===== config.mk =====
export PLATFORM = sky130hd
export DESIGN_NAME = three_type_frame_receiver_top
export DESIGN_NICKNAME = d
export VERILOG_FILES = /design/src/hdl/ttfr_pkg.sv /design/src/hdl/ttfr_store.sv /design/src/hdl/ttfr_ctrl.sv /design/src/hdl/ttfr_seq.sv /design/src/hdl/three_type_frame_receiver_top.sv
export SDC_FILE = /design/constraint.sdc
export NUM_CORES = 1
export LEC_CHECK = 0
export ABC_AREA = 1
export BUFFER_PORTS_ARGS = -buffer_cell sky130_fd_sc_hd__buf_2
export CAP_MARGIN = 20
export CORE_UTILIZATION = 47
export CTS_BUF_LIST = sky130_fd_sc_hd__clkbuf_4
export CTS_CLUSTER_DIAMETER = 40
export DETAILED_ROUTE_END_ITERATION = 7
export PLACE_DENSITY_LB_ADDON = 0.2
export SETUP_SLACK_MARGIN = 0.4
export SLEW_MARGIN = 20
export SYNTH_ARGS = -nofsm -noshare
export SYNTH_HDL_FRONTEND = slang
export SYNTH_SLANG_ARGS = --single-unit

===== constraint.sdc =====
create_clock -name clk -period 3.4 [get_ports clk]
set_input_delay 0.85 -clock clk [delete_from_list [all_inputs] [get_ports clk]]
set_output_delay 0.85 -clock clk [all_outputs]
set_load 0.1 [all_outputs]

===== src/hdl/ttfr_pkg.sv =====
// Package for the three-type frame receiver.
// Holds byte codes, result codes, register indexes, reset values and shared types.
// No dependencies.
package ttfr_pkg;

  localparam int BUF_DEPTH_DEF = 64;
  localparam int MAX_RESULTS   = 62;

  localparam logic [7:0] CH_OPEN_PCT   = 8'h25; // '%'
  localparam logic [7:0] CH_OPEN_PAREN = 8'h28; // '('
  localparam logic [7:0] CH_OPEN_DLR   = 8'h24; // '$'
  localparam logic [7:0] CH_END_HASH   = 8'h23; // '#'
  localparam logic [7:0] CH_STAR       = 8'h2A; // '*'
  localparam logic [7:0] CH_END_PAREN  = 8'h29; // ')'

  localparam logic [1:0] STAR_RUN_MAX = 2'd3;

  localparam logic [31:0] TIMEOUT_RST = 32'd5000;
  localparam logic [5:0]  TYPE1_RST   = 6'd38;
  localparam logic [5:0]  TYPE2_RST   = 6'd11;

  localparam logic [1:0] CFG_TIMEOUT = 2'd0;
  localparam logic [1:0] CFG_TYPE1   = 2'd1;
  localparam logic [1:0] CFG_TYPE2   = 2'd2;

  localparam logic [1:0] KIND_STATUS = 2'd0;
  localparam logic [1:0] KIND_BYTE   = 2'd1;
  localparam logic [1:0] KIND_EMPTY  = 2'd2;

  localparam logic [1:0] FT_NONE   = 2'd0;
  localparam logic [1:0] FT_DATA   = 2'd1;
  localparam logic [1:0] FT_HEIGHT = 2'd2;
  localparam logic [1:0] FT_SITE   = 2'd3;

  localparam logic CMD_BYTE = 1'b0;

  typedef enum logic [3:0] {
    S_IDLE = 4'b0001,
    S_RD   = 4'b0010,
    S_CHK  = 4'b0100,
    S_FIN  = 4'b1000
  } seq_state_t;

  // frame end detected on the accepted byte
  typedef struct packed {
    logic       hit;
    logic [1:0] ftype;
  } frame_end_t;

endpackage


===== src/hdl/ttfr_store.sv =====
// Frame byte store: one write port, one registered read port.
// Depends on nothing but its parameter.
module ttfr_store #(
  parameter int BUF_DEPTH = 64,
  localparam int AW = (BUF_DEPTH > 1) ? $clog2(BUF_DEPTH) : 1
) (
  input  logic          clk,
  input  logic          wr_en,
  input  logic [AW-1:0] wr_addr,
  input  logic [7:0]    wr_data,
  input  logic          rd_en,
  input  logic [AW-1:0] rd_addr,
  output logic [7:0]    rd_data_r
);

  logic [7:0] mem [BUF_DEPTH];

  always_ff @(posedge clk) begin
    if (wr_en) begin
      mem[wr_addr] <= wr_data;
    end
  end

  always_ff @(posedge clk) begin
    if (rd_en) begin
      rd_data_r <= mem[rd_addr];
    end
  end

endmodule


===== src/hdl/ttfr_ctrl.sv =====
// Byte classifier and status state: frame fill, star run, permit, signal timeout.
// Also holds the configuration registers. Uses ttfr_pkg.
module ttfr_ctrl
  import ttfr_pkg::*;
#(
  parameter int BUF_DEPTH = BUF_DEPTH_DEF,
  localparam int AW = (BUF_DEPTH > 1) ? $clog2(BUF_DEPTH) : 1,
  localparam int FW = $clog2(BUF_DEPTH + 1),
  localparam int CW = (FW > 6) ? FW : 6
) (
  input  logic          clk,
  input  logic          rst_n,
  input  logic          in_accept,
  input  logic          in_command,
  input  logic [7:0]    in_rx_byte,
  input  logic          cfg_we,
  input  logic [1:0]    cfg_index,
  input  logic [31:0]   cfg_data,
  output frame_end_t    fe,
  output logic [FW-1:0] end_cnt,
  output logic          wr_en,
  output logic [AW-1:0] wr_addr,
  output logic [7:0]    wr_data,
  output logic          signal_flag_r,
  output logic          permit_r
);

  logic [FW-1:0] fill_r, fill_nxt;
  logic          in_frame_r, in_frame_nxt;
  logic [1:0]    star_run_r, star_run_nxt;
  logic          permit_nxt, signal_flag_nxt;
  logic [31:0]   ticks_r, ticks_nxt;
  logic [31:0]   timeout_r;
  logic [5:0]    type1_len_r, type2_len_r;

  logic          is_open, frame_act, has_room;
  logic [1:0]    ftype;

  assign is_open   = (in_rx_byte == CH_OPEN_PCT) || (in_rx_byte == CH_OPEN_PAREN) ||
                     (in_rx_byte == CH_OPEN_DLR);
  assign frame_act = is_open || in_frame_r;
  assign has_room  = fill_r < FW'(BUF_DEPTH);

  always_comb begin
    ftype = FT_NONE;
    if (!is_open && in_frame_r) begin
      if (in_rx_byte == CH_END_HASH && CW'(fill_r) == CW'(type1_len_r)) begin
        ftype = FT_DATA;
      end else if (in_rx_byte == CH_STAR && CW'(fill_r) == CW'(type2_len_r)) begin
        ftype = FT_HEIGHT;
      end else if (in_rx_byte == CH_END_PAREN) begin
        ftype = FT_SITE;
      end
    end
  end

  assign fe.hit   = in_accept && (in_command == CMD_BYTE) && (ftype != FT_NONE);
  assign fe.ftype = ftype;
  // closing byte takes the last stored slot when the store is full
  assign end_cnt  = has_room ? fill_r : fill_r - FW'(1);

  assign wr_en   = in_accept && (in_command == CMD_BYTE) && (is_open || (in_frame_r && has_room));
  assign wr_addr = is_open ? '0 : fill_r[AW-1:0];
  assign wr_data = in_rx_byte;

  always_comb begin
    fill_nxt        = fill_r;
    in_frame_nxt    = in_frame_r;
    star_run_nxt    = star_run_r;
    permit_nxt      = permit_r;
    signal_flag_nxt = signal_flag_r;
    ticks_nxt       = ticks_r;
    if (in_accept) begin
      if (in_command != CMD_BYTE) begin
        if (ticks_r != '1) begin
          ticks_nxt = ticks_r + 32'd1;
        end
      end else begin
        if (is_open) begin
          fill_nxt     = FW'(1);
          in_frame_nxt = 1'b1;
        end else if (frame_act && has_room) begin
          fill_nxt = fill_r + FW'(1);
        end
        if (in_rx_byte == CH_STAR) begin
          if (star_run_r != STAR_RUN_MAX) begin
            star_run_nxt = star_run_r + 2'd1;
          end
          if (star_run_r >= 2'd2) begin
            permit_nxt = 1'b0;
          end
        end else begin
          star_run_nxt = 2'd0;
        end
        if (ticks_r > timeout_r) begin
          signal_flag_nxt = 1'b0;
        end
        if (ftype != FT_NONE) begin
          in_frame_nxt = 1'b0;
          if (ftype == FT_DATA) begin
            ticks_nxt       = '0;
            signal_flag_nxt = 1'b1;
          end else if (ftype == FT_SITE) begin
            permit_nxt = 1'b1;
          end
        end
      end
    end
  end

  always_ff @(posedge clk) begin
    if (!rst_n) begin
      fill_r        <= '0;
      in_frame_r    <= 1'b0;
      star_run_r    <= 2'd0;
      permit_r      <= 1'b1;
      signal_flag_r <= 1'b0;
      ticks_r       <= '0;
    end else begin
      fill_r        <= fill_nxt;
      in_frame_r    <= in_frame_nxt;
      star_run_r    <= star_run_nxt;
      permit_r      <= permit_nxt;
      signal_flag_r <= signal_flag_nxt;
      ticks_r       <= ticks_nxt;
    end
  end

  always_ff @(posedge clk) begin
    if (!rst_n) begin
      timeout_r   <= TIMEOUT_RST;
      type1_len_r <= TYPE1_RST;
      type2_len_r <= TYPE2_RST;
    end else if (cfg_we) begin
      case (cfg_index)
        CFG_TIMEOUT: timeout_r   <= cfg_data;
        CFG_TYPE1:   type1_len_r <= cfg_data[5:0];
        CFG_TYPE2:   type2_len_r <= cfg_data[5:0];
        default: ;
      endcase
    end
  end

endmodule


===== src/hdl/ttfr_seq.sv =====
// Readout sequencer: walks the store one byte per read/check pair, holds one
// pending byte so the last one can be marked, and owns the result register.
// Uses ttfr_pkg.
module ttfr_seq
  import ttfr_pkg::*;
#(
  parameter int BUF_DEPTH = BUF_DEPTH_DEF,
  localparam int AW = (BUF_DEPTH > 1) ? $clog2(BUF_DEPTH) : 1,
  localparam int FW = $clog2(BUF_DEPTH + 1)
) (
  input  logic          clk,
  input  logic          rst_n,
  input  logic          in_accept,
  input  frame_end_t    fe,
  input  logic [FW-1:0] end_cnt,
  output logic          rd_en,
  output logic [AW-1:0] rd_addr,
  input  logic [7:0]    rd_data,
  input  logic          out_stall,
  output logic          idle_free,
  output logic          out_valid_r,
  output logic [1:0]    out_kind_r,
  output logic [1:0]    out_ftype_r,
  output logic [7:0]    out_byte_r,
  output logic [5:0]    out_idx_r,
  output logic          out_last_r
);

  seq_state_t    state_r, state_nxt;
  logic [FW-1:0] idx_r, idx_nxt, end_r, end_nxt;
  logic [5:0]    n_r, n_nxt;
  logic [1:0]    ftype_r, ftype_nxt;
  logic          pend_v_r, pend_v_nxt;
  logic [7:0]    pend_byte_r, pend_byte_nxt;
  logic [5:0]    pend_idx_r, pend_idx_nxt;
  logic          out_valid_nxt, out_last_nxt;
  logic [1:0]    out_kind_nxt, out_ftype_nxt;
  logic [7:0]    out_byte_nxt;
  logic [5:0]    out_idx_nxt;
  logic          free;

  assign free      = !out_valid_r || !out_stall;
  assign idle_free = (state_r == S_IDLE) && free;
  assign rd_addr   = idx_r[AW-1:0];

  always_comb begin
    state_nxt     = state_r;
    idx_nxt       = idx_r;
    end_nxt       = end_r;
    n_nxt         = n_r;
    ftype_nxt     = ftype_r;
    pend_v_nxt    = pend_v_r;
    pend_byte_nxt = pend_byte_r;
    pend_idx_nxt  = pend_idx_r;
    out_valid_nxt = out_valid_r && out_stall;
    out_kind_nxt  = out_kind_r;
    out_ftype_nxt = out_ftype_r;
    out_byte_nxt  = out_byte_r;
    out_idx_nxt   = out_idx_r;
    out_last_nxt  = out_last_r;
    rd_en         = 1'b0;
    case (state_r)
      S_IDLE: begin
        if (in_accept) begin
          if (fe.hit) begin
            ftype_nxt  = fe.ftype;
            end_nxt    = end_cnt;
            idx_nxt    = FW'(1);
            n_nxt      = 6'd0;
            pend_v_nxt = 1'b0;
            state_nxt  = S_RD;
          end else begin
            out_valid_nxt = 1'b1;
            out_kind_nxt  = KIND_STATUS;
            out_ftype_nxt = FT_NONE;
            out_byte_nxt  = 8'd0;
            out_idx_nxt   = 6'd0;
            out_last_nxt  = 1'b1;
          end
        end
      end
      S_RD: begin
        if (idx_r >= end_r || n_r == 6'(MAX_RESULTS)) begin
          state_nxt = S_FIN;
        end else begin
          rd_en     = 1'b1;
          state_nxt = S_CHK;
        end
      end
      S_CHK: begin
        // a zero byte cuts the payload
        if (rd_data == 8'd0) begin
          state_nxt = S_FIN;
        end else if (!pend_v_r || free) begin
          if (pend_v_r) begin
            out_valid_nxt = 1'b1;
            out_kind_nxt  = KIND_BYTE;
            out_ftype_nxt = ftype_r;
            out_byte_nxt  = pend_byte_r;
            out_idx_nxt   = pend_idx_r;
            out_last_nxt  = 1'b0;
          end
          pend_v_nxt    = 1'b1;
          pend_byte_nxt = rd_data;
          pend_idx_nxt  = n_r;
          n_nxt         = n_r + 6'd1;
          idx_nxt       = idx_r + FW'(1);
          state_nxt     = S_RD;
        end
      end
      S_FIN: begin
        if (free) begin
          out_valid_nxt = 1'b1;
          out_kind_nxt  = pend_v_r ? KIND_BYTE : KIND_EMPTY;
          out_ftype_nxt = ftype_r;
          out_byte_nxt  = pend_v_r ? pend_byte_r : 8'd0;
          out_idx_nxt   = pend_v_r ? pend_idx_r : 6'd0;
          out_last_nxt  = 1'b1;
          pend_v_nxt    = 1'b0;
          state_nxt     = S_IDLE;
        end
      end
      default: state_nxt = S_IDLE;
    endcase
  end

  always_ff @(posedge clk) begin
    if (!rst_n) begin
      state_r     <= S_IDLE;
      out_valid_r <= 1'b0;
      pend_v_r    <= 1'b0;
    end else begin
      state_r     <= state_nxt;
      out_valid_r <= out_valid_nxt;
      pend_v_r    <= pend_v_nxt;
    end
  end

  always_ff @(posedge clk) begin
    idx_r       <= idx_nxt;
    end_r       <= end_nxt;
    n_r         <= n_nxt;
    ftype_r     <= ftype_nxt;
    pend_byte_r <= pend_byte_nxt;
    pend_idx_r  <= pend_idx_nxt;
    out_kind_r  <= out_kind_nxt;
    out_ftype_r <= out_ftype_nxt;
    out_byte_r  <= out_byte_nxt;
    out_idx_r   <= out_idx_nxt;
    out_last_r  <= out_last_nxt;
  end

endmodule


===== src/hdl/three_type_frame_receiver_top.sv =====
// Three-type frame receiver, top level.
// Instantiates ttfr_ctrl, ttfr_store and ttfr_seq; uses ttfr_pkg.
//
// Input channel (in_valid/in_stall): one request per byte or time tick.
// A tick, or a byte that does not close a frame, yields one status result
// (kind 0), registered in the output register in the cycle after acceptance.
// A closing byte starts a readout of the stored frame: each payload byte
// passes through a store read state and a check state, paced by the single
// read port of the frame store. An empty payload gives one kind 2 result.
// The last result of every request carries last_of_run.
// One request is worked on at a time; in_stall stays high during readout and
// while a result waits in the output register under out_stall.
// Output channel (out_valid/out_stall): results hold steady while stalled;
// a stall simply pauses the readout.
// Configuration (cfg_valid/cfg_ready): always ready; index 0 timeout ticks,
// 1 type 1 length, 2 type 2 length; other indexes are ignored.
// Reset (rst_n low, synchronous): frame closed, send allowed, no signal,
// tick count zero, registers back to 5000/38/11. The store is not cleared.
module three_type_frame_receiver_top
  import ttfr_pkg::*;
#(
  parameter int BUF_DEPTH = BUF_DEPTH_DEF
) (
  input  logic        clk,
  input  logic        rst_n,
  input  logic        in_valid,
  output logic        in_stall,
  input  logic        in_command,
  input  logic [7:0]  in_rx_byte,
  output logic        out_valid,
  input  logic        out_stall,
  output logic [1:0]  out_kind,
  output logic [1:0]  out_frame_type,
  output logic [7:0]  out_payload_byte,
  output logic [5:0]  out_payload_index,
  output logic        out_last_of_run,
  output logic        out_signal_present,
  output logic        out_send_allowed,
  input  logic        cfg_valid,
  output logic        cfg_ready,
  input  logic [1:0]  cfg_index,
  input  logic [31:0] cfg_data
);

  localparam int AW = (BUF_DEPTH > 1) ? $clog2(BUF_DEPTH) : 1;
  localparam int FW = $clog2(BUF_DEPTH + 1);

  logic          in_accept, idle_free;
  frame_end_t    fe;
  logic [FW-1:0] end_cnt;
  logic          wr_en, rd_en;
  logic [AW-1:0] wr_addr, rd_addr;
  logic [7:0]    wr_data, rd_data;

  assign cfg_ready = 1'b1;
  assign in_stall  = !idle_free;
  assign in_accept = in_valid && idle_free;

  ttfr_ctrl #(.BUF_DEPTH(BUF_DEPTH)) u_ctrl (
    .clk           (clk),
    .rst_n         (rst_n),
    .in_accept     (in_accept),
    .in_command    (in_command),
    .in_rx_byte    (in_rx_byte),
    .cfg_we        (cfg_valid && cfg_ready),
    .cfg_index     (cfg_index),
    .cfg_data      (cfg_data),
    .fe            (fe),
    .end_cnt       (end_cnt),
    .wr_en         (wr_en),
    .wr_addr       (wr_addr),
    .wr_data       (wr_data),
    .signal_flag_r (out_signal_present),
    .permit_r      (out_send_allowed)
  );

  ttfr_store #(.BUF_DEPTH(BUF_DEPTH)) u_store (
    .clk       (clk),
    .wr_en     (wr_en),
    .wr_addr   (wr_addr),
    .wr_data   (wr_data),
    .rd_en     (rd_en),
    .rd_addr   (rd_addr),
    .rd_data_r (rd_data)
  );

  ttfr_seq #(.BUF_DEPTH(BUF_DEPTH)) u_seq (
    .clk         (clk),
    .rst_n       (rst_n),
    .in_accept   (in_accept),
    .fe          (fe),
    .end_cnt     (end_cnt),
    .rd_en       (rd_en),
    .rd_addr     (rd_addr),
    .rd_data     (rd_data),
    .out_stall   (out_stall),
    .idle_free   (idle_free),
    .out_valid_r (out_valid),
    .out_kind_r  (out_kind),
    .out_ftype_r (out_frame_type),
    .out_byte_r  (out_payload_byte),
    .out_idx_r   (out_payload_index),
    .out_last_r  (out_last_of_run)
  );

endmodule


* After elaboration in Yosys (flattened, before gate mapping) *
Memories as Yosys holds them, arrays and structs flattened. A register that Yosys moved wholly into a read port is not among the register bits.
Cells that the tools add are included.

word-level totals
  register bits = 149
  RAM bits = 512
  bits of input ports = 48
  output and inout bits = 24
  word-level logic and storage cells = 205
  memories = 1

cells by class
  $add $sub $neg = 6
  magnitude comparators = 4
  equality and inequality tests = 29
  multiplexer cells = 94
  bitwise operators = 2
  reductions and logical operators = 46

memory list
  memory       words  width  read ports  clocked after Yosys merged registers in  wr ports  RTL line          RTL
  u_store.mem  64     8      1           1                                        1         ttfr_store.sv:16  logic [7:0] mem [BUF_DEPTH];

operators by type and width
  cell                                                                   number
  32-bit two-way mux                                                     4
  6-bit two-way mux                                                      12
  8-bit two-way mux                                                      7
  7-bit two-way mux                                                      7
  8-bit by 6-bit equality test with 1-bit output, second input constant  6
  2-bit two-way mux                                                      17
  32-bit by 1-bit adder with 32-bit output, second input constant        1
  32-bit > comparator                                                    1
  32-bit != test, second input constant                                  1
  1-bit two-way mux                                                      31
  4-bit two-way mux                                                      6
  8-bit case mux with 3 select lines                                     1
  6-bit case mux with 3 select lines                                     1
  4-bit case mux with 4 select lines                                     1
  3-bit AND reduction                                                    5
  7-bit by 1-bit adder with 7-bit output, second input constant          2
  7-bit by 6-bit equality test with 1-bit output                         2
  7-bit case mux with 2 select lines                                     1
  2-bit != test, second input constant                                   6
  2-bit case mux with 3 select lines                                     2
  6-bit case mux with 2 select lines                                     1
  2-bit nonzero test                                                     6
  1-bit logical AND                                                      11
  1-bit case mux with 3 select lines                                     3
  other kinds (26)                                                       46

* Longest topological paths before layout *
  depth after elaboration = 11
  mapped depth = 16
  mapped depth without buffers = 15

* By module *
Synthesis repeated with hierarchy kept, for this count alone.

unflattened totals
  cell total of the unflattened synthesis = 2,979
  area, all modules = 29,866.1 um^2

by module, submodules not included
  module                         times used  cells an instance  area an instance (um^2)
  ttfr_store                     1           1,822              21,371.7
  ttfr_ctrl                      1           898                5,715.5
  ttfr_seq                       1           254                2,756.4
  three_type_frame_receiver_top  1           5                  22.5

* Worst setup path after synthesis *
OpenSTA, ideal clock, no wires.

  path kind = input-to-reg
  start = input port in_rx_byte[4]
  end = register u_seq.out_byte_r[0] (enable)
  setup time = 0.395 ns
  arrival = 2.651 ns
  setup slack = 0.355 ns
  stages = 11
  path buffers = 0
  cells stage by stage = inv_1 nand2_1 nor2_2 inv_1 nor2_1 a21oi_1 nand2_1 nand2_1 nand2_1 inv_1 nor2_1

on the way
  cells in the longest elaborated chain, start to end = 10
  elaborated cells between the ends (all ways) = 20

RTL lines
  item                                                                                                    RTL line                             RTL
  from (decl)                                                                                             three_type_frame_receiver_top.sv:29  input logic [7:0] in_rx_byte,
  parallel branches: the longest is 5 deep, another holds 8-bit by 6-bit equality test with 1-bit output  --
  2-bit two-way mux (*)                                                                                   ttfr_ctrl.sv:46                      if (!is_open && in_frame_r) begin
  2-bit nonzero test (*)                                                                                  ttfr_ctrl.sv:57                      assign fe.hit = in_accept && (in_command == CMD_BYTE) && (ftype != FT_NONE);
  1-bit logical AND (*)                                                                                   ttfr_ctrl.sv:57
  2-bit != test (no line) (*)                                                                             --
  7-bit AND reduction (no line) (*)                                                                       --
  to (signal assigned)                                                                                    ttfr_seq.sv:148                      out_byte_r <= out_byte_nxt;
  to (decl)                                                                                               ttfr_seq.sv:24                       output logic [7:0] out_byte_r,

Every way passes the cells marked *.
A chain may end at the register's enable or synchronous reset.

* Final worst setup path *
  start = register u_seq.state_r[2]
  end = output port in_stall

on the way
  cells in the longest elaborated chain, start to end = 3

RTL lines
  item                                            RTL line                             RTL
  from (decl)                                     ttfr_seq.sv:29                       seq_state_t state_r, state_nxt;
  from (signal assigned)                          ttfr_seq.sv:133                      state_r <= state_nxt;
  4-bit by 1-bit equality test with 1-bit output  ttfr_seq.sv:43                       assign idle_free = (state_r == S_IDLE) && free;
  1-bit logical AND                               ttfr_seq.sv:43
  1-bit zero test                                 three_type_frame_receiver_top.sv:56  assign in_stall = !idle_free;
  to (decl)                                       three_type_frame_receiver_top.sv:27  output logic in_stall,

No other way between the ends.

==> summary.txt <==
Layout
  • Final nets: 2913
  • Fill count: 5286
  • Area delta synth->final: 14.1%
  • Fraction of layout cells with a size suffix above 1: 17.1%
  • Most common cell after layout, fill and taps aside: edfxtp_1
  • Commonest non-fill, non-tap cells in the layout: 575 x edfxtp_1, 470 x nor2_1, 306 x o21ai_0

Logic synthesis
  • Flop and latch count out of synthesis: 669
  • Ys async rst share: 0%
  • Post-synth EDFFs: 575
  • Sequential share of the synthesized area: 66.5%
  • Compound-cell area share of the yosys netlist: 12.5%
  • Post-Synth XOR/XNOR Area: 1.07%
  • Cell Area, Synth: 0.0288 mm^2
  • Largest family of logic cells by synthesized area: simple AND/OR/NAND/NOR gates
  • Post-Syn Nets: 2674
  • Synth cell types: 54
  • Simple-gate share of the synthesized area: 13.5%
  • Warnings, synthesis: 0
  • Multiplexer area fraction after synthesis: 0%
  • Syn Area/Cell: 11.2 um^2
  • Ys flop type: edfxtp_1
  • Synth Instances: 2579
  • Post-synthesis adder-cell area fraction: 2.04%

Hold path
  • Hold Path Class: in2reg

Routing
  • 1st-iter DRT viols: 1814
  • Post-DR vias/cell: 5.63
  • DR pass1 iterations: 6
  • WL/cell: 21.2 um
  • Antenna Violating Nets Remaining: 0
  • DRC: 0
  • Vias: 21027
  • Final WL: 79.4 mm

Floorplanning
  • Die area: 0.0622 mm^2
  • I/O Pins: 72
  • Core ar.: 0.0605 mm^2
  • Die X: 249 um
  • # rows: 90
  • Die span in y: 249 um
  • Initial Util: 47.6%

CTS
  • CTS sink cnt: 669
  • CTS tree: built
  • H-Tree Depth: 4
  • Root Driver: clkbuf_4
  • Clock Pin Slew Worst Setup and Hold Paths: 60 ps
  • Worst-Skew Late Latency: 1000 ps
  • CTS buffer count: 176
  • Clock buffer depth: 3

STA
  • Final Cycle Share: 84.4%
  • Actual slew at the worst max-slew pin: 1020 ps
  • Final Max Tran Viols: 0
  • Fmax achieved: 348 MHz
  • Period minus WS final: 2870 ps
  • Count of final hold-check violations: 0
  • Final Hold Slack: 106 ps
  • RSZ-0062 raised after global routing: no
  • Setup TNS Final: 0 ps
  • Final setup vio count: 0
  • Setup Skew: 49.1 ps
  • Rel. slew slack: 32.2%

Global route
  • Pin count of the biggest net entering global routing: 109
  • Aggregate global-route resource usage: 25.7%
  • Global-route wire length before repair: 121 mm
  • Global route overflow: 0
  • Vias in the first global route: 20829
  • Initial antenna violation count: 3

Placed design
  • Dpl hpwl: 50.8 mm
  • Port buffer count: 70
  • Final Wtd Congestion: 0.927

Power
  • VDD IR max: 278 uV
  • PD cells: 538 mW/mm^2
  • Leak: 11.5 nW

Job
  • Max-Cap Viols: 0

Worst setup path
  • Arr. time, crit path: 2020 ps
  • Crit path kind: reg2out
  • WP data required: 2550 ps
  • CP max FO: 2
  • Startpoint types: flip-flop
  • Critical Path Sink Type: output port

Status
  • Outcome: finished clean
cell usage after synthesis, types with 3 or more instances:
library cell	instances	area share, %
nor4_1	3	0.065
inv_2	6	0.078
dfxtp_1	94	6.5
nand4_1	17	0.37
a211oi_1	5	0.13
edfxtp_1	575	60
nor2_1	471	6.1
o21ai_1	3	0.052
nand3_1	122	2.1
ha_1	47	2.0
o221ai_1	93	2.8
o21ai_0	306	5.3
buf_4	7	0.18
nand2_1	254	3.3
a21oi_1	102	1.8
buf_2	19	0.33
nand3_2	3	0.10
buf_6	6	0.23
nand4_4	3	0.22
clkbuf_1	109	1.4
inv_1	144	1.9
nor2_2	3	0.065
o211ai_1	51	1.3
clkinv_1	7	0.091
o22ai_1	35	0.76
xnor2_1	9	0.27
xor2_1	26	0.79
nor3_1	24	0.42
critical path, cell delays in order (launching register included):
cell     delay [ps]
dfxtp_2         320
or2_4           250
nor3_4          180
nand2_2         100
buf_12          170
state kept, by name (all words and copies together) (netlist names), 7 cells and up:
register	flops
u_store.rd_data_r	8
u_ctrl.ticks_r	32
u_store.mem	512
u_ctrl.fill_r	7
u_seq.pend_byte_r	8
u_seq.out_byte_r	8
u_seq.end_r	7
u_seq.idx_r	7
u_ctrl.timeout_r	32
power breakdown:
| group | switching, mW | leakage (nW) | internal (mW) |
|---|---|---|---|
| clock | 3.29 | 1.32 | 3.72 |
| combinational | 1.23 | 4.25 | 0.365 |
| sequential | 0.0481 | 5.96 | 9.01 |
layout make-up:
cell class,count,area (um^2),share of cell area [%]
tap,782,978,2.98
multi-input combinational,1609,8410,25.6
inverter,158,603,1.84
sequential,669,19200,58.3
clock buffer,245,1840,5.60
timing repair buffer,204,1440,4.37
clock inverter,66,418,1.27
antenna,5,12.5,0.0381
cells by family after synthesis:
family                   count (synthesis)
adder cells (fa/ha/maj)                 47
AO/OA/AOI/OAI                          606
other                                    1
AND/OR/NAND/NOR                        920
XOR/XNOR                                35
flip-flops                             669
buffers and inverters                  301
final timing paths:
kind,end,from,depth (start not counted),slack [ps]
max,in_stall,u_seq.state_r[2],4,530
min,u_ctrl.timeout_r[9],cfg_data[9],3,110
max reg2reg,u_store.rd_data_r[2],u_seq.idx_r[0],9,790
min reg2reg,u_ctrl.permit_r,u_ctrl.permit_r,2,460
metrics by stage:
step           power (mW)  utilization (%)  std cells  setup WS, ps  area, um^2
6_report             17.7             54.3       3738           530       32800
5_1_grt              18.4             54.3       3738           412       32800
4_1_cts              17.8             54.3       3733           362       32800
3_5_place_dp         10.8             50.5       3418          54.3       30500
3_3_place_gp         10.8             50.5       3418          10.8       30500
2_1_floorplan        10.2                -       2579           536       28800
repair_timing:
item / in CTS / in global routing
hold endpoints to repair: 1 / 0
buffers inserted: 3 / 0
resized for setup: 7 / 0
setup endpoints to repair: 1 / 1
pin swaps: 2 / 1
hold buffers: 1 / 0
routing by layer:
layer / vias to the layer above / GRT usage [%] / part of all wire (%)
li1: 9886 / - / -
met1: 10239 / 33.1 / 42
met2: 761 / 42.6 / 49
met3: 141 / 5.10 / 6.2
met4: 0 / 10.8 / 2.7
met5: - / 0 / 0
Note: power is estimated with default switching activity, not from simulation.
